==> config.mk <==
export PLATFORM = sky130hd
export DESIGN_NAME = wav_header_parser_core_flat
export DESIGN_NICKNAME = d
export VERILOG_FILES = /design/src/rtl/core/wavhp_pkg.sv /design/src/rtl/core/wavhp_if.sv /design/src/rtl/core/wavhp_queue.sv /design/src/rtl/core/wavhp_parse.sv /design/src/rtl/core/wav_header_parser_core.sv /design/src/flat_wrapper.sv
export SDC_FILE = /design/constraint.sdc
export NUM_CORES = 1
export LEC_CHECK = 0
export BUFFER_PORTS_ARGS = -buffer_cell sky130_fd_sc_hd__buf_2
export CAP_MARGIN = 20
export CORE_AREA = 2 2 215 217
export DETAILED_ROUTE_END_ITERATION = 7
export DIE_AREA = 0 0 217 219
export GPL_TIMING_DRIVEN = 1
export RECOVER_POWER = 25
export SLEW_MARGIN = 15
export SYNTH_ARGS = -nofsm -noshare
export SYNTH_HDL_FRONTEND = slang
export SYNTH_SLANG_ARGS = --single-unit
==> constraint.sdc <==
create_clock -name clk -period 14.1 [get_ports clk]
set_input_delay 2.115 -clock clk [delete_from_list [all_inputs] [get_ports clk]]
set_output_delay 2.115 -clock clk [all_outputs]
set_load 0.02 [all_outputs]
==> src/rtl/core/wavhp_pkg.sv <==
// shared types and constants of the wav header parser
package wavhp_pkg;

  // chunk tags as little-endian 32-bit words
  localparam logic [31:0] TAG_RIFF = 32'h4646_4952;
  localparam logic [31:0] TAG_WAVE = 32'h4556_4157;
  localparam logic [31:0] TAG_FMT  = 32'h2074_6D66;
  localparam logic [31:0] TAG_DATA = 32'h6174_6164;

  // offsets of the last byte of each fixed header field
  localparam logic [31:0] OFS_RIFF     = 32'd3;
  localparam logic [31:0] OFS_WAVE     = 32'd11;
  localparam logic [31:0] OFS_FMT      = 32'd15;
  localparam logic [31:0] OFS_FORMAT   = 32'd21;
  localparam logic [31:0] OFS_CHANNELS = 32'd23;
  localparam logic [31:0] OFS_RATE     = 32'd27;
  localparam logic [31:0] OFS_BYTERATE = 32'd31;
  localparam logic [31:0] OFS_ALIGN    = 32'd33;
  localparam logic [31:0] OFS_BITS     = 32'd35;

  localparam logic [31:0] FIRST_CHUNK_POS = 32'd36;
  localparam logic [31:0] CHUNK_HDR_LEN   = 32'd8;
  localparam logic [32:0] MAX_NEXT_HDR    = 33'h0_FFFF_FFF8;
  localparam logic [31:0] REL_ID_END      = 32'd3;
  localparam logic [31:0] REL_SIZE_END    = 32'd7;

  localparam logic [15:0] PCM_FORMAT = 16'd1;
  localparam logic [15:0] PCM_BITS   = 16'd16;
  localparam logic [15:0] MONO       = 16'd1;
  localparam logic [15:0] STEREO     = 16'd2;

  localparam logic STATUS_PASS = 1'b0;
  localparam logic STATUS_FAIL = 1'b1;

  // parser phase codes
  localparam logic [2:0] PH_WAIT   = 3'd0;
  localparam logic [2:0] PH_HEADER = 3'd1;
  localparam logic [2:0] PH_ID     = 3'd2;
  localparam logic [2:0] PH_DSIZE  = 3'd3;
  localparam logic [2:0] PH_OSIZE  = 3'd4;
  localparam logic [2:0] PH_SKIP   = 3'd5;

  typedef struct packed {
    logic [7:0] byte_value;
    logic       first_byte;
    logic       last_byte;
  } wavhp_item_t;

  typedef struct packed {
    logic        status;
    logic [31:0] data_offset;
    logic [1:0]  channels;
    logic [31:0] sample_rate;
    logic [31:0] byte_rate;
    logic [15:0] block_align;
  } wavhp_res_t;

endpackage

==> src/rtl/core/wavhp_if.sv <==
// channel interfaces for input bytes and parse results
interface wavhp_in_if;
  logic       valid;
  logic       ready;
  logic [7:0] byte_value;
  logic       first_byte;
  logic       last_byte;

  modport source (output valid, byte_value, first_byte, last_byte, input ready);
  modport sink (input valid, byte_value, first_byte, last_byte, output ready);
endinterface

interface wavhp_out_if;
  logic        valid;
  logic        ready;
  logic        status;
  logic [31:0] data_offset;
  logic [1:0]  channels;
  logic [31:0] sample_rate;
  logic [31:0] byte_rate;
  logic [15:0] block_align;

  modport source (output valid, status, data_offset, channels, sample_rate, byte_rate,
                  block_align, input ready);
  modport sink (input valid, status, data_offset, channels, sample_rate, byte_rate,
                block_align, output ready);
endinterface

==> src/rtl/core/wavhp_queue.sv <==
// front queue that accepts input bytes and buffers them for the parser
module wavhp_queue
  import wavhp_pkg::*;
#(
  parameter int DEPTH = 2
) (
  input  logic        clk,
  input  logic        rst_n,
  input  logic        push,
  input  wavhp_item_t push_item,
  output logic        full,
  input  logic        pop,
  output logic        q_valid,
  output wavhp_item_t q_item
);

  localparam int PW = (DEPTH > 1) ? $clog2(DEPTH) : 1;
  localparam int CW = $clog2(DEPTH + 1);
  localparam logic [PW-1:0] LAST_PTR = PW'(DEPTH - 1);
  localparam logic [CW-1:0] FULL_CNT = CW'(DEPTH);

  wavhp_item_t         mem_r [DEPTH];
  logic [PW-1:0]       wr_ptr_r, wr_ptr_nxt;
  logic [PW-1:0]       rd_ptr_r, rd_ptr_nxt;
  logic [CW-1:0]       cnt_r, cnt_nxt;
  logic                do_push, do_pop;

  assign full    = (cnt_r == FULL_CNT);
  assign q_valid = (cnt_r != '0);
  assign q_item  = mem_r[rd_ptr_r];
  assign do_push = push && !full;
  assign do_pop  = pop && q_valid;

  // pointer wrap and occupancy
  always_comb begin
    wr_ptr_nxt = wr_ptr_r;
    rd_ptr_nxt = rd_ptr_r;
    cnt_nxt    = cnt_r;
    if (do_push) begin
      wr_ptr_nxt = (wr_ptr_r == LAST_PTR) ? '0 : wr_ptr_r + PW'(1);
    end
    if (do_pop) begin
      rd_ptr_nxt = (rd_ptr_r == LAST_PTR) ? '0 : rd_ptr_r + PW'(1);
    end
    if (do_push && !do_pop) begin
      cnt_nxt = cnt_r + CW'(1);
    end else if (do_pop && !do_push) begin
      cnt_nxt = cnt_r - CW'(1);
    end
  end

  always_ff @(posedge clk) begin
    if (!rst_n) begin
      wr_ptr_r <= '0;
      rd_ptr_r <= '0;
      cnt_r    <= '0;
    end else begin
      wr_ptr_r <= wr_ptr_nxt;
      rd_ptr_r <= rd_ptr_nxt;
      cnt_r    <= cnt_nxt;
    end
  end

  // storage
  always_ff @(posedge clk) begin
    if (do_push) begin
      mem_r[wr_ptr_r] <= push_item;
    end
  end

endmodule

==> src/rtl/core/wavhp_parse.sv <==
// back end: per-byte header parser and result register
module wavhp_parse
  import wavhp_pkg::*;
(
  input  logic        clk,
  input  logic        rst_n,
  input  logic        q_valid,
  input  wavhp_item_t q_item,
  output logic        pop,
  output logic        res_valid,
  input  logic        res_ready,
  output wavhp_res_t  res
);

  logic [31:0] pos_r, pos_nxt;
  logic [2:0]  phase_r, phase_nxt;
  logic [31:0] shift_r, shift_nxt;
  logic [31:0] next_r, next_nxt;
  logic [31:0] next8_r, next8_nxt;
  logic [1:0]  chan_r, chan_nxt;
  logic [31:0] rate_r, rate_nxt;
  logic [31:0] brate_r, brate_nxt;
  logic [15:0] align_r, align_nxt;
  logic        out_valid_r, out_valid_nxt;
  wavhp_res_t  out_r, out_nxt;

  logic        emit, emit_ok;
  logic [2:0]  ph;
  logic [31:0] p;
  logic [31:0] sh;
  logic [15:0] hi16;
  logic [31:0] rel;
  logic [32:0] nh;
  logic [31:0] nh8;

  // take the next byte when the result register can hold a new transaction
  assign pop       = q_valid && (!out_valid_r || res_ready);
  assign res_valid = out_valid_r;
  assign res       = out_r;

  // one parser step per byte
  always_comb begin
    pos_nxt   = pos_r;
    phase_nxt = phase_r;
    shift_nxt = shift_r;
    next_nxt  = next_r;
    next8_nxt = next8_r;
    chan_nxt  = chan_r;
    rate_nxt  = rate_r;
    brate_nxt = brate_r;
    align_nxt = align_r;
    emit      = 1'b0;
    emit_ok   = 1'b0;
    ph        = q_item.first_byte ? PH_HEADER : phase_r;
    p         = q_item.first_byte ? '0 : pos_r;
    sh        = {q_item.byte_value, shift_r[31:8]};
    hi16      = sh[31:16];
    rel       = p - next_r;
    nh        = {1'b0, next_r} + {1'b0, CHUNK_HDR_LEN} + {1'b0, sh};
    nh8       = next8_r + sh + CHUNK_HDR_LEN;

    if (pop && ph != PH_WAIT) begin
      pos_nxt   = p + 32'd1;
      shift_nxt = sh;
      if (ph == PH_SKIP && p == next_r) begin
        ph = PH_ID;
      end
      phase_nxt = ph;
      if (ph == PH_HEADER) begin
        // fixed-offset header fields
        case (p)
          OFS_RIFF:     emit = (sh != TAG_RIFF);
          OFS_WAVE:     emit = (sh != TAG_WAVE);
          OFS_FMT:      emit = (sh != TAG_FMT);
          OFS_FORMAT:   emit = (hi16 != PCM_FORMAT);
          OFS_CHANNELS: begin
            emit     = !(hi16 inside {MONO, STEREO});
            chan_nxt = hi16[1:0];
          end
          OFS_RATE:     rate_nxt = sh;
          OFS_BYTERATE: brate_nxt = sh;
          OFS_ALIGN:    align_nxt = hi16;
          OFS_BITS: begin
            emit      = (hi16 != PCM_BITS);
            next_nxt  = FIRST_CHUNK_POS;
            next8_nxt = FIRST_CHUNK_POS + CHUNK_HDR_LEN;
            phase_nxt = PH_SKIP;
          end
          default: ;
        endcase
      end else if (ph == PH_ID && rel == REL_ID_END) begin
        phase_nxt = (sh == TAG_DATA) ? PH_DSIZE : PH_OSIZE;
      end else if (ph == PH_DSIZE && rel == REL_SIZE_END) begin
        emit    = 1'b1;
        emit_ok = 1'b1;
      end else if (ph == PH_OSIZE && rel == REL_SIZE_END) begin
        // skip this chunk, header included
        if (sh[31] || nh > MAX_NEXT_HDR) begin
          emit = 1'b1;
        end else begin
          next_nxt  = nh[31:0];
          next8_nxt = nh8;
          phase_nxt = PH_SKIP;
        end
      end
      // buffer ran out before a decision
      if (!emit && q_item.last_byte) begin
        emit = 1'b1;
      end
      if (emit) begin
        phase_nxt = PH_WAIT;
      end
    end
  end

  // result register
  always_comb begin
    out_valid_nxt = out_valid_r;
    out_nxt       = out_r;
    if (pop && emit) begin
      out_valid_nxt       = 1'b1;
      out_nxt.status      = emit_ok ? STATUS_PASS : STATUS_FAIL;
      out_nxt.data_offset = emit_ok ? next8_r : '0;
      out_nxt.channels    = emit_ok ? chan_r : '0;
      out_nxt.sample_rate = emit_ok ? rate_r : '0;
      out_nxt.byte_rate   = emit_ok ? brate_r : '0;
      out_nxt.block_align = emit_ok ? align_r : '0;
    end else if (res_ready) begin
      out_valid_nxt = 1'b0;
    end
  end

  always_ff @(posedge clk) begin
    if (!rst_n) begin
      pos_r       <= '0;
      phase_r     <= PH_WAIT;
      out_valid_r <= 1'b0;
    end else begin
      pos_r       <= pos_nxt;
      phase_r     <= phase_nxt;
      out_valid_r <= out_valid_nxt;
    end
  end

  // parser fields and result payload
  always_ff @(posedge clk) begin
    shift_r <= shift_nxt;
    next_r  <= next_nxt;
    next8_r <= next8_nxt;
    chan_r  <= chan_nxt;
    rate_r  <= rate_nxt;
    brate_r <= brate_nxt;
    align_r <= align_nxt;
    out_r   <= out_nxt;
  end

`ifndef SYNTHESIS
  a_wait_after_emit: assert property (@(posedge clk) disable iff (!rst_n)
    (pop && emit) |=> (phase_r == PH_WAIT))
    else $error("parser did not return to wait after a result");

  a_pass_channels: assert property (@(posedge clk) disable iff (!rst_n)
    (out_valid_r && out_r.status == STATUS_PASS) |-> (out_r.channels == 2'd1 ||
    out_r.channels == 2'd2))
    else $error("passing result with bad channel count");

  a_fail_zero: assert property (@(posedge clk) disable iff (!rst_n)
    (out_valid_r && out_r.status == STATUS_FAIL) |-> (out_r.data_offset == '0 &&
    out_r.channels == '0))
    else $error("failing result carries nonzero fields");

  a_next8_track: assert property (@(posedge clk) disable iff (!rst_n)
    (phase_r == PH_SKIP || phase_r == PH_ID || phase_r == PH_DSIZE ||
    phase_r == PH_OSIZE) |-> (next8_r == next_r + CHUNK_HDR_LEN))
    else $error("chunk end copy out of step with chunk position");
`endif

endmodule

==> src/rtl/core/wav_header_parser_core.sv <==
// wav header parser top level: byte queue feeding the parser back end
// Takes a RIFF/WAVE file one byte per transaction (first_byte restarts the parse) and
// gives at most one result per file: pass with the data offset and fmt fields, or fail. It
// accepts one byte per clock when the result side is ready; the parser retires one byte
// per cycle from a QUEUE_DEPTH-entry input queue, and a result appears on the output once
// the byte that decides it has gone through the queue entry and then the result register. While
// a result waits on the output the parser takes no bytes, so the input stalls once the
// queue holds QUEUE_DEPTH bytes.
module wav_header_parser_core
  import wavhp_pkg::*;
#(
  parameter int QUEUE_DEPTH = 2
) (
  input  logic      clk,
  input  logic      rst_n,
  wavhp_in_if.sink  in_ch,
  wavhp_out_if.source out_ch
);

  wavhp_item_t push_item;
  wavhp_item_t q_item;
  wavhp_res_t  res;
  logic        full, q_valid, pop;

  assign push_item.byte_value = in_ch.byte_value;
  assign push_item.first_byte = in_ch.first_byte;
  assign push_item.last_byte  = in_ch.last_byte;
  assign in_ch.ready          = !full;

  // front: accept and buffer bytes
  wavhp_queue #(
    .DEPTH (QUEUE_DEPTH)
  ) u_queue (
    .clk       (clk),
    .rst_n     (rst_n),
    .push      (in_ch.valid),
    .push_item (push_item),
    .full      (full),
    .pop       (pop),
    .q_valid   (q_valid),
    .q_item    (q_item)
  );

  // back: parse bytes and hold the result transaction
  wavhp_parse u_parse (
    .clk       (clk),
    .rst_n     (rst_n),
    .q_valid   (q_valid),
    .q_item    (q_item),
    .pop       (pop),
    .res_valid (out_ch.valid),
    .res_ready (out_ch.ready),
    .res       (res)
  );

  assign out_ch.status      = res.status;
  assign out_ch.data_offset = res.data_offset;
  assign out_ch.channels    = res.channels;
  assign out_ch.sample_rate = res.sample_rate;
  assign out_ch.byte_rate   = res.byte_rate;
  assign out_ch.block_align = res.block_align;

endmodule

==> src/flat_wrapper.sv <==
// flat-port wrapper written by rule: the top's interface ports become plain ports
module wav_header_parser_core_flat import wavhp_pkg::*;
#(
  parameter int QUEUE_DEPTH = 2
)
  (clk, rst_n, in_ch_valid, in_ch_byte_value, in_ch_first_byte, in_ch_last_byte, in_ch_ready, out_ch_valid, out_ch_status, out_ch_data_offset, out_ch_channels, out_ch_sample_rate, out_ch_byte_rate, out_ch_block_align, out_ch_ready);
  wavhp_in_if in_ch_i ();
  wavhp_out_if out_ch_i ();
  input  logic clk;
  input  logic rst_n;
  input wire logic [$bits(in_ch_i.valid)-1:0] in_ch_valid;
  input wire logic [$bits(in_ch_i.byte_value)-1:0] in_ch_byte_value;
  input wire logic [$bits(in_ch_i.first_byte)-1:0] in_ch_first_byte;
  input wire logic [$bits(in_ch_i.last_byte)-1:0] in_ch_last_byte;
  output wire logic [$bits(in_ch_i.ready)-1:0] in_ch_ready;
  output wire logic [$bits(out_ch_i.valid)-1:0] out_ch_valid;
  output wire logic [$bits(out_ch_i.status)-1:0] out_ch_status;
  output wire logic [$bits(out_ch_i.data_offset)-1:0] out_ch_data_offset;
  output wire logic [$bits(out_ch_i.channels)-1:0] out_ch_channels;
  output wire logic [$bits(out_ch_i.sample_rate)-1:0] out_ch_sample_rate;
  output wire logic [$bits(out_ch_i.byte_rate)-1:0] out_ch_byte_rate;
  output wire logic [$bits(out_ch_i.block_align)-1:0] out_ch_block_align;
  input wire logic [$bits(out_ch_i.ready)-1:0] out_ch_ready;
  assign in_ch_i.valid = in_ch_valid;
  assign in_ch_i.byte_value = in_ch_byte_value;
  assign in_ch_i.first_byte = in_ch_first_byte;
  assign in_ch_i.last_byte = in_ch_last_byte;
  assign in_ch_ready = in_ch_i.ready;
  assign out_ch_valid = out_ch_i.valid;
  assign out_ch_status = out_ch_i.status;
  assign out_ch_data_offset = out_ch_i.data_offset;
  assign out_ch_channels = out_ch_i.channels;
  assign out_ch_sample_rate = out_ch_i.sample_rate;
  assign out_ch_byte_rate = out_ch_i.byte_rate;
  assign out_ch_block_align = out_ch_i.block_align;
  assign out_ch_i.ready = out_ch_ready;
  wav_header_parser_core #(.QUEUE_DEPTH(QUEUE_DEPTH)) u_core (.clk(clk), .rst_n(rst_n), .in_ch(in_ch_i), .out_ch(out_ch_i));
endmodule
==> out/qor.csv, run 1 <==
metric,value,unit
postLayoutCoreUtil,0.503,
seqPwrFrac,0.393,
avgSynthCellArea,10.6,um^2
tightestPinTransition,2.50,ns
ys_ff_latch,346,
overflow,0,
synth_top_area_share,0.453,
seq_area,0.00998,mm^2
p_sw,0.00130,W
final-hold-violation-count,0,
ant_nets,0,
ff2ff_path_depth,17,
clk_pin_slew,0.06,ns
p_clk_frac,0.273,
synth_flop_cell,edfxtp_1,
syn_to_final_growth,12.3,%
synth_cell_types,86,
multi_input_area,0.00963,mm^2
busiest_layer,met2,
whs_path_depth,0,
cp.required,14.28,ns
fmax,116,MHz
htreeDepth,2,
cts_setup_buffers,0,
power,0.00360,W
post_cts_resized,0,
vias,15400,
rsz0062_at_grt,no,
leakagePower,8.76,nW
cap_violations,2,
tns,0,ns
synth.yosys.seq_area_share,0.494,
wl,55100,um
wl_per_cell,20.7,um
grt_pass1_wl,84000,um
drcViolationCount,0,
clock-root-buffer,clkbuf_16,
p_comb_frac,0.335,
hpwl,41100,um
start_kind,flip-flop,
nNetsFinal,2195,
syn_inst,1908,
firstDrtPassIters,5,
cts_hold_buf,0,
clock_latency,0.56,ns
io_buffers,130,
num-fill-cells,4139,
setup_viol,0,
die_y,219,um
swShare,0.361,
maxSlewViolCount,102,
viasPerCell,5.79,
cp-endpoint,u_core.u_parse.res[89]$_SDFFCE_PN0P_,
io-pin-count,131,
die_w,217,um
hold_start,u_core.u_parse.shift_r[11]$_DFFE_PP_,
timing.rr.end,u_core.u_parse.res[89]$_SDFFCE_PN0P_,
p_per_area,159,mW/mm^2
ir_worst_vdd,0.0952,mV
use_met2,0.361,
grt_usage,0.230,
dr.first_iter.drc_count,1273,
setup_slack,5.45,ns
cts.sinks,346,
core,0.0451,mm^2
antenna_found_initial,1,
synth_edf_count,305,
finalCriticalPeriod,8.65,ns
cp.arrival,8.83,ns
synth_nets,2077,
yosys-top-cells-area,"edfxtp_1 (45%), ha_1 (9.5%), and2_1 (5.2%)",
power.internal,0.00230,W
synth-async-reset-ratio,0,
regToRegSetupSlack,5.45,ns
fin_skew,0.0137,ns
hp-class,reg2reg,
tritoncts,yes,
grt_use_met3,0.0464,
dieArea,0.0475,mm^2
grt_max_degree,116,
first_global_vias,14400,
clockBufferDepth,3,
period_share,0.614,
crit_path_max_fanout,80,
syn_area,0.0202,mm^2
place_congestion,0.942,
timing.slew.headroom,-0.665,
ys_warn_count,0,
violations,"capacitance limit, slew limit",
rows,78,
endpoint_kind,flip-flop,
cts_made_buffers,39,
start_util,0.448,
critPathKind,reg2reg,
grt_util_met1,0.312,
netlist.top_cell.by_area,edfxtp_1,
outcome,"complete, but fails checks",
drive_above_1_share,0.0983,
place_ws,6.82,ns
[cell usage after synthesis (5+ instances only)]
library cell  instances
edfxtp_1            305
and2_1              167
nor2_1              157
ha_1                153
nand2_1             136
a21oi_1              91
inv_1                80
clkbuf_1             57
o21ai_0              55
nand3_1              54
xnor2_1              48
nor3_1               44
dfxtp_1              41
a21o_1               36
nand4_1              36
xor2_1               36
and3_1               34
nor4_1               32
or3_1                21
a211oi_1             20
nand2b_1             19
o21a_1               19
a31oi_1              17
nor2b_1              16
o21bai_1             16
mux2i_1              14
o31ai_1              14
nor3b_1              12
or4_1                12
a2111oi_0            10
nand3b_1             10
o211ai_1              9
a21boi_0              7
buf_6                 7
mux2_2                6
o2111ai_1             6
o22ai_1               6
o311a_1               6
and4_1                5
clkbuf_2              5
nand4b_1              5
nor4b_1               5
[power by group through the flow]
stage	clock (W)	combinational (W)	sequential [W]
after global placement	0	0.00118	0.00143
after floorplan	0	0.000805	0.00146
after detailed placement	0	0.00120	0.00143
final	0.000981	0.00121	0.00141
after global routing	0.00104	0.00134	0.00142
after CTS	0.00100	0.00120	0.00141
[worst min-delay path by stage]
stage                                                endpoint  slack, ns
after floorplan           u_core.u_parse.brate_r[3]$_DFFE_PP_       0.45
after global placement    u_core.u_parse.brate_r[3]$_DFFE_PP_       0.47
after global routing      u_core.u_parse.brate_r[3]$_DFFE_PP_       0.51
final                     u_core.u_parse.brate_r[3]$_DFFE_PP_       0.50
after CTS                 u_core.u_parse.brate_r[3]$_DFFE_PP_       0.50
after detailed placement  u_core.u_parse.brate_r[3]$_DFFE_PP_       0.48
[layer usage]
metal  share of wire  wire length [um]
met5               0                 0
met4           0.039              2140
met3           0.072              3970
met2            0.45             24500
met1            0.44             24400
[registers in the layout, summed over array words and instances, names as in the netlist, 3 cells and up, named ones only]
register / cells
u_core.u_parse.rate_r: 32
u_core.u_parse.shift_r: 24
u_core.u_parse.next8_r: 32
u_core.u_parse.pos_r: 32
u_core.u_parse.brate_r: 32
u_core.u_parse.next_r: 32
u_core.u_parse.align_r: 16
u_core.u_parse.res: 115
u_core.u_queue.mem_r: 20
u_core.u_parse.phase_r: 3
[worst max-delay path: stages, from the launching register on]
cell and delay, ns:
dfxtp_1 0.82, mux2i_4 0.33, clkbuf_1 1.69, and2_1 0.30, ha_1 0.29, a21boi_0 0.16
a311oi_2 0.51, a21oi_1 0.20, o211ai_1 0.38, nand2_1 0.17, o311ai_0 0.53, nand4b_1 0.20
or3_1 0.37, nor4_1 0.48, o211ai_1 0.28, a21oi_4 0.19, buf_4 0.43, buf_4 0.83
[final cells by class]
class / instances / share of cell area
antenna: 1 / 0.000110
clock buffer: 49 / 0.0465
clock inverter: 21 / 0.00872
inverter: 82 / 0.0136
multi-input combinational: 1409 / 0.425
sequential: 346 / 0.440
tap: 600 / 0.0331
timing repair buffer: 148 / 0.0333
[per-stage QoR]
stage / hold slack [ns] / instance area [um^2] / instances
detailed placement: 0.480 / 21400 / 2583
finish: 0.505 / 22700 / 2656
global route: 0.511 / 22700 / 2655
global placement: 0.467 / 21400 / 2583
floorplan: 0.445 / 20200 / 1908
CTS: 0.500 / 22700 / 2653
[placed cells by master, fill, tap and decap left out, types with 16 or more instances in the layout]
cell	n
a211oi_1	19
a21o_1	36
a21oi_1	90
a31oi_1	17
and2_1	163
and3_1	33
buf_2	105
clkbuf_1	39
clkbuf_16	40
dfxtp_1	41
edfxtp_1	305
ha_1	153
inv_1	80
nand2_1	136
nand2b_1	19
nand3_1	54
nand4_1	36
nor2_1	157
nor2b_1	16
nor3_1	43
nor4_1	31
o21a_1	19
o21ai_0	55
o21bai_1	16
or3_1	21
xnor2_1	48
xor2_1	36
[logic make-up after synthesis]
group	after synthesis	share of synthesized area
xor gates and xnor gates	84	0.0364
muxes	21	0.0114
buffers and inverters	153	0.0316
and+or+nand+nor	781	0.206
adders and majority gates	157	0.0978
DFF	346	0.494
AOI/OAI and AO/OA	366	0.122
No activity file was read; power rests on OpenSTA's default activity.
==> inputs of run 2 (changes only) <==
==> constraint.sdc (replaced) <==
create_clock -name clk -period 7.1 [get_ports clk]
set_input_delay 1.065 -clock clk [delete_from_list [all_inputs] [get_ports clk]]
set_output_delay 1.065 -clock clk [all_outputs]
set_load 0.02 [all_outputs]
==> out/qor.csv, run 2 (synthesis results as in run 1) <==
metric,value,unit
regToRegSetupSlack,0.52,ns
post_cts_resized,0,
start_kind,flip-flop,
clock_latency,0.58,ns
cts.sinks,346,
final-hold-violation-count,0,
finalCriticalPeriod,6.58,ns
largest_reg_flops,115,
maxSlewViolCount,0,
cp.required,7.35,ns
rsz0062_at_grt,no,
firstDrtPassIters,7,
clock-root-buffer,clkbuf_16,
cts_setup_buffers,0,
ff2ff_path_depth,17,
cp-endpoint,u_core.u_parse.res[56]$_SDFFCE_PN0P_,
grt_usage,0.235,
ir_worst_vdd,0.160,mV
grt_pass1_wl,85500,um
endpoint_kind,flip-flop,
outcome,"complete, no violations",
first_global_vias,14500,
whs_path_depth,0,
hp-class,reg2reg,
die_w,217,um
place_congestion,0.959,
setup_viol,0,
rows,78,
hpwl,41600,um
num-fill-cells,4154,
timing.rr.end,u_core.u_parse.res[56]$_SDFFCE_PN0P_,
use_met2,0.374,
grt_util_met1,0.323,
clk_pin_slew,0.06,ns
p_per_area,319,mW/mm^2
fin_skew,0.0313,ns
leakagePower,8.75,nW
critPathKind,reg2reg,
fmax,152,MHz
cap_violations,0,
nNetsFinal,2206,
syn_to_final_growth,12.7,%
busiest_layer,met2,
drive_above_1_share,0.0910,
postLayoutCoreUtil,0.505,
tritoncts,yes,
io-pin-count,131,
clockBufferDepth,3,
final_cell_mix,"edfxtp_1 (305), and2_1 (165), nor2_1 (157)",
grt_max_degree,116,
htreeDepth,2,
final_common_cell,edfxtp_1,
crit_path_max_fanout,37,
viasPerCell,5.73,
period_share,0.927,
die_y,219,um
core,0.0451,mm^2
antenna_found_initial,1,
ant_nets,0,
drcViolationCount,0,
dieArea,0.0475,mm^2
tns,0,ns
cp.arrival,6.82,ns
io_buffers,130,
grt_use_met3,0.0363,
wl_per_cell,21.0,um
dr.first_iter.drc_count,1260,
overflow,0,
wl,55900,um
cts_hold_buf,0,
cts_made_buffers,38,
tightestPinTransition,1.36,ns
start_util,0.448,
vias,15300,
timing.slew.headroom,0.0934,
## run 2: cell count changes in the layout (fill, tap and decap cells not counted), moves of 2 or more
cell	change
buf_2	-21
clkinv_2	+3
clkbuf_8	-2
clkinv_1	-3
and2_0	-2
clkbuf_1	+27
buf_12	+5
and2_1	+2
buf_4	+4
bufinv_16	+3
inv_6	-2
## run 2: report_power, final
part	internal, W	switching [W]	leakage, nW
clock	0.00119	0.000823	0.611
combinational	0.000857	0.00163	5.01
sequential	0.00259	0.000165	3.14
total	0.00464	0.00262	8.75
## run 2: worst min-delay path by stage
stage | startpoint | end | slack (ns)
6_report | u_core.u_parse.shift_r[11]$_DFFE_PP_ | u_core.u_parse.brate_r[3]$_DFFE_PP_ | 0.50
5_1_grt | u_core.u_parse.brate_r[24]$_DFFE_PP_ | u_core.u_parse.res[40]$_SDFFCE_PN0P_ | 0.53
4_1_cts | u_core.u_parse.shift_r[11]$_DFFE_PP_ | u_core.u_parse.brate_r[3]$_DFFE_PP_ | 0.50
3_5_place_dp | u_core.u_parse.shift_r[11]$_DFFE_PP_ | u_core.u_parse.rate_r[3]$_DFFE_PP_ | 0.47
3_3_place_gp | u_core.u_parse.shift_r[11]$_DFFE_PP_ | u_core.u_parse.rate_r[3]$_DFFE_PP_ | 0.46
2_1_floorplan | u_core.u_parse.shift_r[11]$_DFFE_PP_ | u_core.u_parse.brate_r[3]$_DFFE_PP_ | 0.45
## run 2: critical path, cell delays in order (launching register included)
cell and delay [ns]:
dfxtp_1 0.38, clkbuf_1 0.67, mux2i_1 0.42, inv_1 0.26, ha_1 0.34, ha_1 0.41, a21o_1 0.21, a211oi_1 0.30
o21ai_0 0.18, or4_1 0.56, nor4_1 0.32, nand4_1 0.15, nor4_1 0.31, nand4b_1 0.20, nor4_1 0.45, o211ai_1 0.25
a21oi_4 0.54, buf_12 0.28
## run 2: metrics by stage
step	std cells	power (W)	instance area (um^2)	hold WS, ns	setup slack (ns)
finish	2666	0.00726	22800	0.502	0.520
detailed placement	2597	0.00529	21600	0.475	1.08
global placement	2597	0.00524	21600	0.464	1.20
floorplan	1908	0.00448	20200	0.445	0.00881
global route	2665	0.00767	22800	0.526	0.314
CTS	2665	0.00733	22900	0.499	1.03
## run 2: layer usage
metal  up-vias  wire length [um]
met5         -                 0
met4         0              1770
met3        94              3520
met2       461             25300
met1      7364             25400
li1       7358                 -
## run 2: cell type report
type | instances | area, um^2 | share of cell area
Antenna cell | 1 | 2.50 | 0.000110
Clock inverter | 21 | 248 | 0.0109
Multi-Input combinational cell | 1409 | 9630 | 0.423
Tap cell | 600 | 751 | 0.0330
Clock buffer | 47 | 1010 | 0.0442
Timing Repair Buffer | 160 | 836 | 0.0367
Sequential cell | 346 | 9980 | 0.438
Inverter | 82 | 308 | 0.0135
==> inputs of run 3 (changes only) <==
--- a/config.mk
+++ b/config.mk
@@ -12,6 +12,7 @@
 export DIE_AREA = 0 0 217 219
 export GPL_TIMING_DRIVEN = 1
 export RECOVER_POWER = 25
+export SKIP_CTS_REPAIR_TIMING = 1
 export SLEW_MARGIN = 15
 export SYNTH_ARGS = -nofsm -noshare
 export SYNTH_HDL_FRONTEND = slang
==> constraint.sdc (replaced) <==
create_clock -name clk -period 8 [get_ports clk]
set_input_delay 1.2 -clock clk [delete_from_list [all_inputs] [get_ports clk]]
set_output_delay 1.2 -clock clk [all_outputs]
set_load 0.02 [all_outputs]
==> out/qor.csv, run 3 (synthesis results as in run 1) <==
metric,value,unit
postLayoutCoreUtil,0.503,
final-hold-violation-count,0,
crit_top_cell,buf_12,
io_buffers,130,
drcViolationCount,0,
num_antenna_cells,0,
die_w,217,um
place_congestion,0.939,
whs_path_depth,0,
p_per_area,279,mW/mm^2
clock_latency,0.57,ns
critPathBufInv,2,
antenna_found_initial,1,
cts.sinks,346,
viasPerCell,5.76,
rows,78,
grt_usage,0.235,
htreeDepth,2,
dieArea,0.0475,mm^2
die_y,219,um
hold_start,u_core.u_parse.shift_r[11]$_DFFE_PP_,
io-pin-count,131,
nNetsFinal,2200,
grt_pass1_wl,85700,um
slowest_stage,dfxtp_1,
drive_above_1_share,0.0903,
endpoint_kind,flip-flop,
final_cell_mix,"edfxtp_1 (305), and2_1 (167), nor2_1 (157)",
ir_worst_vdd,0.159,mV
timing.rr.end,u_core.u_parse.res[82]$_SDFFCE_PN0P_,
ff2ff_path_depth,15,
cts_made_buffers,38,
maxSlewViolCount,0,
clockBufferDepth,3,
hp-class,reg2reg,
cp.arrival,7.27,ns
hpwl,41800,um
start_util,0.448,
critPathKind,reg2reg,
slowest_delay,0.81,ns
fin_skew,0.0189,ns
first_global_vias,14600,
core,0.0451,mm^2
place_ws,1.17,ns
timing.slew.headroom,0.251,
start_kind,flip-flop,
tritoncts,yes,
vias,15300,
firstDrtPassIters,5,
tightestPinTransition,1.12,ns
finalCriticalPeriod,7.04,ns
grt_max_degree,65,
fmax,142,MHz
final_common_cell,edfxtp_1,
leakagePower,8.71,nW
syn_to_final_growth,12.2,%
crit_path_max_fanout,56,
wl_per_cell,20.9,um
num-fill-cells,4089,
overflow,0,
cp_top_family,compound AO/OA/AOI/OAI gates,
outcome,"complete, no violations",
regToRegSetupSlack,0.96,ns
wl,55700,um
clock-root-buffer,clkbuf_16,
clk_pin_slew,0.06,ns
setup_viol,0,
cp_cell_sequence,mux2i_4 > buf_12 > and2_1 > ha_1 > nand2_1 > a2111oi_0 > o2111ai_1 > a211oi_2 > or3_1 > o311ai_0 > a2111o_1 > nor4_1 > o211ai_1 > a21oi_4 > buf_12,
dr.first_iter.drc_count,1164,
period_share,0.879,
rsz0062_at_grt,no,
cp.required,8.23,ns
tns,0,ns
dpl_cell_area,0.0215,mm^2
cap_violations,0,
final_area,0.0227,mm^2
ant_nets,0,
largest_reg_flops,115,
worstHoldEndpoint,u_core.u_parse.rate_r[3]$_DFFE_PP_,
setup_slack,0.964,ns
-- run 3: cell types whose count changed in the layout (fill, tap and decap cells not counted), moves of 2 or more --
cell,change
clkbuf_1,-7
clkinv_1,+5
bufinv_16,-3
and2_0,-2
and2_1,+2
buf_12,-2
buf_2,-2
clkinv_8,+2
-- run 3: cell type report --
cell class,instances,area (um^2),area share
clock buffer,42,966,0.0426
timing repair buffer,154,790,0.0348
clock inverter,27,233,0.0103
inverter,82,308,0.0136
multi-input combinational,1409,9630,0.425
tap,600,751,0.0331
sequential,346,9980,0.440
-- run 3: worst max-delay path by stage --
stage              start                                      end  slack (ns)  depth (start not counted)
4_1_cts        flip-flop     u_core.u_parse.res[97]$_SDFFCE_PN0P_        1.13                         16
6_report       flip-flop     u_core.u_parse.res[82]$_SDFFCE_PN0P_        0.96                         15
3_5_place_dp   flip-flop        u_core.u_parse.res[114]$_DFFE_PP_        1.17                         15
2_1_floorplan  flip-flop  u_core.u_parse.next8_r[0]$_SDFFCE_PP0P_        0.05                         20
5_1_grt        flip-flop      u_core.u_parse.res[1]$_SDFFCE_PN0P_        0.47                         15
3_3_place_gp   flip-flop     u_core.u_parse.res[87]$_SDFFCE_PN0P_        1.20                         16
-- run 3: per-layer routing --
metal	share of wire	global-route usage	vias to the layer above
met5	0	0	-
met3	0.055	0.0292	101
met2	0.46	0.377	494
met1	0.45	0.326	7385
li1	-	-	7350
met4	0.034	0.0884	0
-- run 3: metrics by stage --
step                hold WS [ns]  total power, W  std cells
floorplan                  0.445         0.00397       1908
global placement           0.478         0.00463       2589
detailed placement         0.469         0.00467       2589
CTS                        0.503         0.00636       2658
global route               0.512         0.00667       2660
finish                     0.498         0.00632       2660
-- run 3: power breakdown --
group | leakage [nW] | switching, W | internal [W]
clock network | 0.582 | 0.000736 | 0.000947
registers | 3.14 | 0.000180 | 0.00230
logic | 4.99 | 0.00141 | 0.000754
total | 8.71 | 0.00233 | 0.00400
